[src/hw/rtl/vlhc_pkg.sv]
// ----------------------------------------------------------------------------
// vlhc_pkg: shared types for the vehicle lamp and horn controller
// Payload structs, the configuration register set, register index codes
// and reset values used by the controller modules.
// ----------------------------------------------------------------------------
package vlhc_pkg;

    // Width of every configuration register and command byte.
    localparam int ByteW    = 8;
    localparam int CfgIdxW  = 2;

    // Reset values of the configuration registers.
    localparam logic [ByteW-1:0] BlinkTicksRst   = 8'd50;
    localparam logic [ByteW-1:0] HornFirstOffRst = 8'd20;
    localparam logic [ByteW-1:0] HornSecondOnRst = 8'd40;
    localparam logic [ByteW-1:0] HornEndRst      = 8'd70;

    // Bit positions inside the command bytes.
    localparam int C1HighBeam  = 0;
    localparam int C1LowBeam   = 1;
    localparam int C1Driving   = 2;
    localparam int C1Brake     = 3;
    localparam int C1Rear      = 4;
    localparam int C1Warn      = 5;
    localparam int C1Left      = 6;
    localparam int C1Right     = 7;
    localparam int C2Hazard    = 0;
    localparam int C2HornPat   = 1;
    localparam int C2HornCont  = 2;
    localparam int C2Relay     = 3;

    // Configuration register index codes.
    typedef enum logic [CfgIdxW-1:0] {
        CFG_BLINK_TICKS    = 2'd0,
        CFG_HORN_FIRST_OFF = 2'd1,
        CFG_HORN_SECOND_ON = 2'd2,
        CFG_HORN_END       = 2'd3
    } vlhc_cfg_idx_t;

    // Configuration register set.
    typedef struct packed {
        logic [ByteW-1:0] blink_ticks;
        logic [ByteW-1:0] horn_first_off;
        logic [ByteW-1:0] horn_second_on;
        logic [ByteW-1:0] horn_end;
    } vlhc_cfg_t;

    // One input item (one tick).
    typedef struct packed {
        logic             load_commands;
        logic [ByteW-1:0] command_one;
        logic [ByteW-1:0] command_two;
        logic             brake_slave_on;
    } vlhc_in_t;

    // One result item: active-low pin levels.
    typedef struct packed {
        logic high_beam_n;
        logic low_beam_n;
        logic driving_lamp_n;
        logic brake_lamp_n;
        logic rear_lamp_n;
        logic warn_lamp_n;
        logic left_lamp_n;
        logic right_lamp_n;
        logic horn_n;
        logic relay_n;
    } vlhc_out_t;

    // Blink mode requests handed to the blink unit.
    typedef struct packed {
        logic hazard;
        logic left;
        logic right;
    } vlhc_blink_req_t;

endpackage

[src/hw/rtl/vlhc_blink.sv]
// ----------------------------------------------------------------------------
// vlhc_blink: turn and hazard lamp blink unit
// Holds the three blink counters and the two lamp levels, and gives the
// levels that result from the tick being committed.
// ----------------------------------------------------------------------------
module vlhc_blink (
    input  logic                          clk,
    input  logic                          rst_n,
    input  logic                          update,
    input  vlhc_pkg::vlhc_blink_req_t     req,
    input  logic [vlhc_pkg::ByteW-1:0]    blink_ticks,
    output logic                          left_level,
    output logic                          right_level
);

    logic [vlhc_pkg::ByteW-1:0] hazard_cnt_reg, hazard_cnt_next;
    logic [vlhc_pkg::ByteW-1:0] left_cnt_reg, left_cnt_next;
    logic [vlhc_pkg::ByteW-1:0] right_cnt_reg, right_cnt_next;
    logic                       left_lvl_reg, left_lvl_next;
    logic                       right_lvl_reg, right_lvl_next;
    logic [vlhc_pkg::ByteW-1:0] hazard_inc, left_inc, right_inc;

    // Counters advance with 8-bit wrap.
    assign hazard_inc = hazard_cnt_reg + 8'd1;
    assign left_inc   = left_cnt_reg + 8'd1;
    assign right_inc  = right_cnt_reg + 8'd1;

    // Hazard beats left turn, and left turn beats right turn.
    always_comb
    begin
        hazard_cnt_next = '0;
        left_cnt_next   = '0;
        right_cnt_next  = '0;
        left_lvl_next   = left_lvl_reg;
        right_lvl_next  = right_lvl_reg;
        if (req.hazard)
        begin
            if (hazard_inc >= blink_ticks)
            begin
                left_lvl_next  = ~left_lvl_reg;
                right_lvl_next = ~left_lvl_reg;
            end
            else
            begin
                hazard_cnt_next = hazard_inc;
            end
        end
        else if (req.left)
        begin
            if (left_inc >= blink_ticks)
            begin
                left_lvl_next = ~left_lvl_reg;
            end
            else
            begin
                left_cnt_next = left_inc;
            end
        end
        else if (req.right)
        begin
            if (right_inc >= blink_ticks)
            begin
                right_lvl_next = ~right_lvl_reg;
            end
            else
            begin
                right_cnt_next = right_inc;
            end
        end
        else
        begin
            left_lvl_next  = 1'b1;
            right_lvl_next = 1'b1;
        end
    end

    // State moves only when a tick is committed.
    always_ff @(posedge clk or negedge rst_n)
    begin
        if (!rst_n)
        begin
            hazard_cnt_reg <= '0;
            left_cnt_reg   <= '0;
            right_cnt_reg  <= '0;
            left_lvl_reg   <= 1'b1;
            right_lvl_reg  <= 1'b1;
        end
        else if (update)
        begin
            hazard_cnt_reg <= hazard_cnt_next;
            left_cnt_reg   <= left_cnt_next;
            right_cnt_reg  <= right_cnt_next;
            left_lvl_reg   <= left_lvl_next;
            right_lvl_reg  <= right_lvl_next;
        end
    end

    assign left_level  = left_lvl_next;
    assign right_level = right_lvl_next;

endmodule

[src/hw/rtl/vlhc_horn.sv]
// ----------------------------------------------------------------------------
// vlhc_horn: horn pattern unit
// Runs the one-shot on, off, on horn pattern, lets the continuous command
// override it, and asks for the pattern bit to be cleared when it ends.
// ----------------------------------------------------------------------------
module vlhc_horn (
    input  logic                  clk,
    input  logic                  rst_n,
    input  logic                  update,
    input  logic                  pattern_on,
    input  logic                  continuous_on,
    input  vlhc_pkg::vlhc_cfg_t   cfg,
    output logic                  horn_n,
    output logic                  pattern_done
);

    logic [vlhc_pkg::ByteW-1:0] count_reg, count_next;
    logic [vlhc_pkg::ByteW-1:0] count_inc;

    assign count_inc = count_reg + 8'd1;

    // The tests are applied in a fixed order; overlapping settings follow it.
    always_comb
    begin
        count_next   = count_reg;
        horn_n       = 1'b1;
        pattern_done = 1'b0;
        if (continuous_on)
        begin
            horn_n = 1'b0;
        end
        else if (!pattern_on)
        begin
            count_next = '0;
        end
        else if ((count_inc >= cfg.horn_first_off) && (count_inc < cfg.horn_second_on))
        begin
            count_next = count_inc;
        end
        else if ((count_inc >= cfg.horn_second_on) && (count_inc <= cfg.horn_end))
        begin
            count_next = count_inc;
            horn_n     = 1'b0;
        end
        else if (count_inc >= cfg.horn_end)
        begin
            count_next   = '0;
            pattern_done = 1'b1;
        end
        else
        begin
            count_next = count_inc;
            horn_n     = 1'b0;
        end
    end

    // Pattern counter, updated only on a committed tick.
    always_ff @(posedge clk or negedge rst_n)
    begin
        if (!rst_n)
        begin
            count_reg <= '0;
        end
        else if (update)
        begin
            count_reg <= count_next;
        end
    end

endmodule

[src/hw/rtl/vehicle_lamp_horn_controller_core.sv]
// ----------------------------------------------------------------------------
// vehicle_lamp_horn_controller_core: lamp, relay and horn pin controller
// Takes one tick per transfer, optionally loads new command bytes, and
// returns the active-low pin levels for that tick.
//
//   Channel   Direction  Handshake              Payload
//   in        input      in_valid / in_stall    vlhc_in_t  (one tick)
//   out       output     out_valid / out_stall  vlhc_out_t (pin levels)
//   cfg       input      cfg_valid / cfg_ready  cfg_index, cfg_data
//
// One tick per clock is sustained while the output is not stalled; a tick
// passes the input register and then the result register before its result
// can transfer.
// Reset is asynchronous and active low; it restores the register defaults,
// clears the commands and turns both turn lamps off.
// A stall on the output holds the result register, and the input stage then
// stalls only once it also holds a tick. cfg_ready is always high.
// ----------------------------------------------------------------------------
module vehicle_lamp_horn_controller_core (
    input  logic                                clk,
    input  logic                                rst_n,
    input  logic                                in_valid,
    output logic                                in_stall,
    input  vlhc_pkg::vlhc_in_t                  in_data,
    output logic                                out_valid,
    input  logic                                out_stall,
    output vlhc_pkg::vlhc_out_t                 out_data,
    input  logic                                cfg_valid,
    output logic                                cfg_ready,
    input  logic [vlhc_pkg::CfgIdxW-1:0]        cfg_index,
    input  logic [vlhc_pkg::ByteW-1:0]          cfg_data
);

    vlhc_pkg::vlhc_cfg_t        cfg_reg;
    logic                       s1_vld_reg;
    vlhc_pkg::vlhc_in_t         s1_data_reg;
    logic                       o_vld_reg;
    vlhc_pkg::vlhc_out_t        o_data_reg, o_data_next;
    logic [vlhc_pkg::ByteW-1:0] cmd_one_reg, cmd_one_next;
    logic [vlhc_pkg::ByteW-1:0] cmd_two_reg, cmd_two_next;
    logic [vlhc_pkg::ByteW-1:0] c1, c2;
    logic                       out_adv;
    logic                       commit;
    logic                       in_take;
    logic                       left_level, right_level;
    logic                       horn_n;
    logic                       pattern_done;
    vlhc_pkg::vlhc_blink_req_t  blink_req;

    // Handshake control: the result register empties or is taken this cycle.
    assign out_adv   = !o_vld_reg || !out_stall;
    assign commit    = s1_vld_reg && out_adv;
    assign in_stall  = s1_vld_reg && !out_adv;
    assign in_take   = in_valid && !in_stall;
    assign cfg_ready = 1'b1;
    assign out_valid = o_vld_reg;
    assign out_data  = o_data_reg;

    // Configuration registers.
    always_ff @(posedge clk or negedge rst_n)
    begin
        if (!rst_n)
        begin
            cfg_reg.blink_ticks    <= vlhc_pkg::BlinkTicksRst;
            cfg_reg.horn_first_off <= vlhc_pkg::HornFirstOffRst;
            cfg_reg.horn_second_on <= vlhc_pkg::HornSecondOnRst;
            cfg_reg.horn_end       <= vlhc_pkg::HornEndRst;
        end
        else if (cfg_valid)
        begin
            case (vlhc_pkg::vlhc_cfg_idx_t'(cfg_index))
                vlhc_pkg::CFG_BLINK_TICKS:    cfg_reg.blink_ticks    <= cfg_data;
                vlhc_pkg::CFG_HORN_FIRST_OFF: cfg_reg.horn_first_off <= cfg_data;
                vlhc_pkg::CFG_HORN_SECOND_ON: cfg_reg.horn_second_on <= cfg_data;
                vlhc_pkg::CFG_HORN_END:       cfg_reg.horn_end       <= cfg_data;
                default:
                begin
                end
            endcase
        end
    end

    // Input register.
    always_ff @(posedge clk or negedge rst_n)
    begin
        if (!rst_n)
        begin
            s1_vld_reg <= 1'b0;
        end
        else if (!in_stall)
        begin
            s1_vld_reg <= in_valid;
        end
    end

    always_ff @(posedge clk)
    begin
        if (in_take)
        begin
            s1_data_reg <= in_data;
        end
    end

    // Effective command bytes for this tick.
    assign c1 = s1_data_reg.load_commands ? s1_data_reg.command_one : cmd_one_reg;
    assign c2 = s1_data_reg.load_commands ? s1_data_reg.command_two : cmd_two_reg;

    assign blink_req.hazard = c2[vlhc_pkg::C2Hazard];
    assign blink_req.left   = c1[vlhc_pkg::C1Left];
    assign blink_req.right  = c1[vlhc_pkg::C1Right];

    vlhc_blink u_blink (
        .clk         (clk),
        .rst_n       (rst_n),
        .update      (commit),
        .req         (blink_req),
        .blink_ticks (cfg_reg.blink_ticks),
        .left_level  (left_level),
        .right_level (right_level)
    );

    vlhc_horn u_horn (
        .clk           (clk),
        .rst_n         (rst_n),
        .update        (commit),
        .pattern_on    (c2[vlhc_pkg::C2HornPat]),
        .continuous_on (c2[vlhc_pkg::C2HornCont]),
        .cfg           (cfg_reg),
        .horn_n        (horn_n),
        .pattern_done  (pattern_done)
    );

    // Stored commands; a finished horn pattern clears its own bit.
    always_comb
    begin
        cmd_one_next = c1;
        cmd_two_next = c2;
        if (pattern_done)
        begin
            cmd_two_next[vlhc_pkg::C2HornPat] = 1'b0;
        end
    end

    always_ff @(posedge clk or negedge rst_n)
    begin
        if (!rst_n)
        begin
            cmd_one_reg <= '0;
            cmd_two_reg <= '0;
        end
        else if (commit)
        begin
            cmd_one_reg <= cmd_one_next;
            cmd_two_reg <= cmd_two_next;
        end
    end

    // Pin decode for the result.
    always_comb
    begin
        o_data_next.high_beam_n    = ~c1[vlhc_pkg::C1HighBeam];
        o_data_next.low_beam_n     = ~c1[vlhc_pkg::C1LowBeam];
        o_data_next.driving_lamp_n = ~c1[vlhc_pkg::C1Driving];
        o_data_next.brake_lamp_n   = ~c1[vlhc_pkg::C1Brake] & s1_data_reg.brake_slave_on;
        o_data_next.rear_lamp_n    = ~c1[vlhc_pkg::C1Rear];
        o_data_next.warn_lamp_n    = ~c1[vlhc_pkg::C1Warn];
        o_data_next.left_lamp_n    = left_level;
        o_data_next.right_lamp_n   = right_level;
        o_data_next.horn_n         = horn_n;
        o_data_next.relay_n        = ~c2[vlhc_pkg::C2Relay];
    end

    // Result register.
    always_ff @(posedge clk or negedge rst_n)
    begin
        if (!rst_n)
        begin
            o_vld_reg <= 1'b0;
        end
        else if (out_adv)
        begin
            o_vld_reg <= s1_vld_reg;
        end
    end

    always_ff @(posedge clk)
    begin
        if (commit)
        begin
            o_data_reg <= o_data_next;
        end
    end

    // The input side only stalls while the input register holds a tick.
    assert property (@(posedge clk) disable iff (!rst_n) in_stall |-> s1_vld_reg)
        else $error("input stalled with an empty input register");

    // With no blink command both turn lamps are reported off.
    assert property (@(posedge clk) disable iff (!rst_n)
        (commit && !blink_req.hazard && !blink_req.left && !blink_req.right)
        |=> (out_data.left_lamp_n && out_data.right_lamp_n))
        else $error("turn lamps not off without a blink command");

    // The continuous horn command always sounds the horn.
    assert property (@(posedge clk) disable iff (!rst_n)
        (commit && c2[vlhc_pkg::C2HornCont]) |=> !out_data.horn_n)
        else $error("continuous horn not sounding");

    // A committed tick always leaves a result behind.
    assert property (@(posedge clk) disable iff (!rst_n) commit |=> out_valid)
        else $error("committed tick produced no result");

endmodule

[config.mk]
export PLATFORM = sky130hd
export DESIGN_NAME = vehicle_lamp_horn_controller_core
export DESIGN_NICKNAME = d
export VERILOG_FILES = /design/src/hw/rtl/vlhc_pkg.sv /design/src/hw/rtl/vlhc_blink.sv /design/src/hw/rtl/vlhc_horn.sv /design/src/hw/rtl/vehicle_lamp_horn_controller_core.sv
export SDC_FILE = /design/constraint.sdc
export NUM_CORES = 1
export LEC_CHECK = 0
export ABC_AREA = 1
export BUFFER_PORTS_ARGS = -buffer_cell sky130_fd_sc_hd__buf_2
export CORE_MARGIN = 5
export CORE_UTILIZATION = 62
export CTS_BUF_LIST = sky130_fd_sc_hd__clkbuf_8
export DETAILED_ROUTE_END_ITERATION = 16
export PLACE_DENSITY_LB_ADDON = 0.25
export SYNTH_ARGS = -nofsm -noshare
export SYNTH_HDL_FRONTEND = slang
export SYNTH_SLANG_ARGS = --single-unit
[constraint.sdc]
create_clock -name clk -period 2.9 [get_ports clk]
set_clock_uncertainty 0.05 [all_clocks]
set_input_delay 0.145 -clock clk [delete_from_list [all_inputs] [get_ports clk]]
set_output_delay 0.145 -clock clk [all_outputs]
set_load 0.05 [all_outputs]
# Yosys cells after proc, flatten, opt, wreduce, memory -nomap -nowiden
# Cells that the tools add are included.
# W data, S select, Z words.
# classes
add_sub_neg	4
order_cmp	8
eq_ne	3
n_mux	33
bitwise	11
reduce_logical	16
# ops
operator	n
$mux W8	14
$ge A8 B8 Y1	6
$add A8 B1 Y8 const B	4
$mux W1	18
$not A1 Y1	10
$reduce_and A2 Y1	5
$le A8 B8 Y1	1
$lt A8 B8 Y1	1
$logic_and A1 B1 Y1	5
$eq A2 B2 Y1 const B	2
$logic_not A1 Y1	4
$mux W4	1
$eq A2 B1 Y1 const B	1
$logic_not A2 Y1	1
$and A1 B1 Y1	1
$logic_or A1 B1 Y1	1
# word_totals
register_bits	104
out_inout_bits	13
elab_cells	103

# Depth between registers and ports, before layout
# logic_depth
depth_word	8
ltp_mapped	18
mapped_depth_nobuf	18

# Cells and area by module
# From an unflattened synthesis, not the netlist that was laid out.
# hier_totals
cells_unflattened	710
hier_area_um2	5979.5
# modules_own_cells
mod	instances	cells_each	area_per_inst_um2
vehicle_lamp_horn_controller_core	1	249	2717.6
vlhc_blink	1	272	2080.7
vlhc_horn	1	189	1181.1

# Worst setup path before layout
# No wires, ideal clock.
# synth_timing
kind	reg2reg
from	register u_horn.count_reg[0] in the netlist's numbering
to	register u_horn.count_reg[0] in the netlist's numbering
setup_ns	0.118
arrival_ns	2.203
slack_ns	0.529
stages_incl_launch_ff	17
synth_period_minus_slack_ns	2.371
path_cell_list	dfrtp_1 -> inv_1 -> nor2_2 -> nand3_1 -> nand3b_1 -> xor2_1 -> inv_1 -> ha_1 -> nand2_1 -> nor2_1 -> nand4_1 -> a21oi_1 -> nand3_1 -> nand2_1 -> nand2_1 -> nand3_1 -> nand2_1
# synth_via
elab_chain_cells	6
word_cells_on_any_way	12
cone_classes	add/sub (1); order compare (5); mux (4); reduce/logical (2)
# synth_lines
element	line_no	rtl
start: declaration	vlhc_horn.sv:17	logic [vlhc_pkg::ByteW-1:0] count_reg, count_next;
start signal: assignment	vlhc_horn.sv:66	count_reg <= count_next;
$add A8 B1 Y8 (*)	vlhc_horn.sv:20	assign count_inc = count_reg + 8'd1;
$ge A8 B8 Y1, or another cell as far along	vlhc_horn.sv:45	else if (count_inc >= cfg.horn_end)
$mux W8 / $logic_and A1 B1 Y1 (equally long branches)	vlhc_horn.sv:45, vlhc_horn.sv:40	
$mux W8	vlhc_horn.sv:40	else if ((count_inc >= cfg.horn_second_on) && (count_inc <= cfg.horn_end))
$mux W8 (*)	vlhc_horn.sv:36	else if ((count_inc >= cfg.horn_first_off) && (count_inc < cfg.horn_second_on))
$mux W8 (*)	vlhc_horn.sv:32	else if (!pattern_on)
# Every way passes the cells marked *; elsewhere a longest branch is shown, timed or not.
# A chain may end at the register's enable or synchronous reset.

# Worst setup path in the final report
# layout_timing
from	register u_horn.count_reg[0] in the netlist's numbering
to	register u_horn.count_reg[4] in the netlist's numbering
# The elaborated chain is that of the path after synthesis.

==> impl_metrics.csv <==
group,metric,value,unit
power,p_int,2528,uW
worst_setup_path,critPathKind,"reg -> reg",
cells_and_area,final_common_cell,"nand2_1",
yosys,netlist-cell-type-count,41,
sta,max_slew_margin,0.3210,
yosys,async_flop_share,0.7692,
power,p_sw_frac,0.3699,
yosys,synth-simple-area-share,0.1833,
placed_design,place_area,6028,um2
global_routing,antenna_found_initial,0,
global_routing,grt_pass1_vias,4556,
floorplan,die-area,11280,um2
power,power,4012,uW
route,wl_per_cell,14.37,um
yosys,synth_edf_count,24,
sta,layout_worst_path_cycle_share,0.9072,
yosys,synth_top_family_by_area,"simple AND/OR/NAND/NOR gates",
worst_setup_path,required,3.13,ns
power,power_switching,1484,uW
sta,fmax,380.1,MHz
global_routing,grt_pass1_wl,20.68,mm
clock_tree,cts_tree,"done",
cells_and_area,stdcell_count,827,
cells_and_area,layout.nets,796,
run_status,status,"finished, final reports clean",
yosys,syn-cell-area,5741,um2
floorplan,rows,35,
clock_tree,clk_pin_slew,0.11,ns
sta,worst_pin_slew,1.019,ns
power,p_leak,0.003331,uW
sta,rsz0062_at_grt,"false",
floorplan,fp.dieH,106.2,um
worst_hold_path,hold_path.class,"in -> reg",
power,pwr-share-clk,0.233,
power,peakVddDrop,345.8,uV
power,seqPwrFrac,0.474,
placed_design,dp_hpwl,8.456,mm
yosys,yosysTopAreaCell,"dfrtp_1",
worst_setup_path,end_kind,"flip-flop",
global_routing,gr-total-overflow,0,
run,cap_violations,0,
placed_design,pre_cts_slack,0.1422,ns
yosys,ys_warn_count,0,
cells_and_area,stdcell_area,6457,um2
cells_and_area,areaGrowthSynthToFinish,12.49,%
yosys,synth_fp_nets,734,
floorplan,ioPinCount,46,
yosys,synthAdderAreaFrac,0.1133,
placed_design,place_inst,790,
worst_setup_path,cp-start-kind,"flip-flop",
route,wirelength,11.88,mm
global_routing,grt_use_total,0.2274,
route,dr.first_iter.drc_count,197,
placed_design,gp_congestion,0.8442,
sta,finalHoldViolations,0,
clock_tree,cts_buffer_depth,2,
cells_and_area,largest_register_ffs,32,
route,antenna_left,0,
power,combPwrFrac,0.294,
route,via_per_inst,5.326,
clock_tree,cts_root_buffer,"clkbuf_8",
sta,min_period,2.631,ns
worst_setup_path,path_max_fanout,8,
yosys,syn_avg_cell_area,8.845,um2
yosys,synth_compound_area_frac,0.1029,
floorplan,initial_core_util,0.6272,
yosys,synth_top_area_share,0.2964,
floorplan,coreArea,9153,um2
yosys,synth-xor-area-share,0.02594,
power,power_density,621.3,nW/um2
route,detail_route.first_pass.iterations,5,
clock_tree,cts_sinks,104,
cells_and_area,final_layout_size_suffix_gt1_frac,0.1425,
worst_setup_path,critPathArrivalTime,2.86,ns
sta,setup_viol,0,
clock_tree,cts_buffers,9,
clock_tree,htree_levels,3,
placed_design,numPortBuffers,40,
sta,fin_tns_setup,0,ns
cells_and_area,diodes,0,
clock_tree,clk_latency,0.38,ns
floorplan,die_w,106.2,um
yosys,synth.area.top_cells,"dfrtp_1, edfxtp_1, ha_1",
sta,worst_slack,0.2690,ns
yosys,synthCells,649,
route,drcViolationCount,0,
yosys,synthMuxAreaShare,0.01221,
yosys,synth-seq-cells,104,
cells_and_area,mostFrequentLayoutCells,"nand2_1, inv_1, dfrtp_1",
sta,slew_viol_final,0,
yosys,yosysSeqAreaShare,0.4769,
route,dr_total_vias,4405,
yosys,synthFlopType,"dfrtp_1",
global_routing,grt_max_degree,81,
cells_and_area,nFillCells,695,
[power groups by stage]
stage          Sequential [uW]  Combinational [uW]  Clock (uW)
6_report                  1900                1180         933
5_1_grt                   1930                1360        1020
4_1_cts                   1900                1150         953
3_5_place_dp              1930                1120           0
3_3_place_gp              1920                1060           0
2_1_floorplan             1980                 761           0
[cell families after synthesis]
group	count (synthesis)
AND/OR/NAND/NOR	247
adder cells (fa/ha/maj)	52
flip-flops	104
buffers and inverters	122
XOR/XNOR	17
other	1
AO/OA/AOI/OAI	99
multiplexers	7
[path summary, 6_finish.rpt]
path                                     startpoint                 endpoint  slack [ns]  cells after the start
worst min-delay path                    cfg_data[3]              cfg_reg[11]       0.004                      3
worst max register to register  u_horn.count_reg[0]      u_horn.count_reg[4]        0.27                     16
worst min register to register          cfg_reg[26]              cfg_reg[26]        0.45                      2
max in group asynchronous                     rst_n      u_horn.count_reg[0]        1.66                      2
min in group asynchronous                     rst_n  u_blink.left_cnt_reg[6]        0.42                      2
worst max-delay path            u_horn.count_reg[0]      u_horn.count_reg[4]        0.27                     16
[worst max-delay path, stage by stage (launching register included)]
cell      delay, ns
dfrtp_2        0.41
inv_1          0.07
nor2_2         0.13
nand3_1        0.11
nand3b_1       0.20
xor2_1         0.15
inv_1          0.11
ha_1           0.31
nand2_1        0.07
nor2_1         0.15
nand4_1        0.14
a21oi_1        0.15
nand3_1        0.10
nand2_2        0.13
nand2_4        0.10
nand3_1        0.08
nand2_1        0.06
[cell usage after synthesis, types with 2 or more instances]
cell type	count
inv_1	105
o21ai_0	55
o21ai_4	2
o21a_1	2
nand3b_1	3
o21ai_2	6
o31ai_2	2
inv_2	3
ha_1	52
nor2_1	39
dfrtp_1	68
o22ai_1	9
mux2i_1	7
a21oi_1	18
buf_6	3
o21bai_1	2
clkbuf_1	8
dfstp_2	12
nor3_1	2
edfxtp_1	24
xor2_1	16
nand2_1	153
nand4_1	8
nand3_1	30
nand2_2	4
[per-layer routing]
layer,track usage,up-vias,part of all wire
met1,0.2763,2077,0.43
met5,0,-,0
li1,-,2220,-
met2,0.4113,81,0.51
met3,0.03400,27,0.032
met4,0.07678,0,0.027
[stage by stage]
step | hold slack [ns] | util
after floorplan | -0.2006 | -
after global placement | 0.2720 | 0.6586
after detailed placement | 0.2733 | 0.6586
after CTS | 0.001804 | 0.7024
after global routing | 0.01096 | 0.7055
final | 0.003590 | 0.7055
[area by class of cell]
cell class,instances,area (um2),share of cell area
Clock buffer,9,123.9,0.01918
Inverter,109,410.4,0.06355
Tap cell,111,138.9,0.02151
Clock inverter,7,86.33,0.01337
Sequential cell,104,2739,0.4241
Timing Repair Buffer,64,430.4,0.06665
Multi-Input combinational cell,423,2529,0.3916
[what timing repair did]
item,in CTS,in global routing
endpoints found under the hold margin,87,0
setup buffers,0,2
hold buffers,19,0
endpoints found under the setup margin,0,11
resized for setup,0,5
Note: power is estimated with default switching activity, not from simulation.
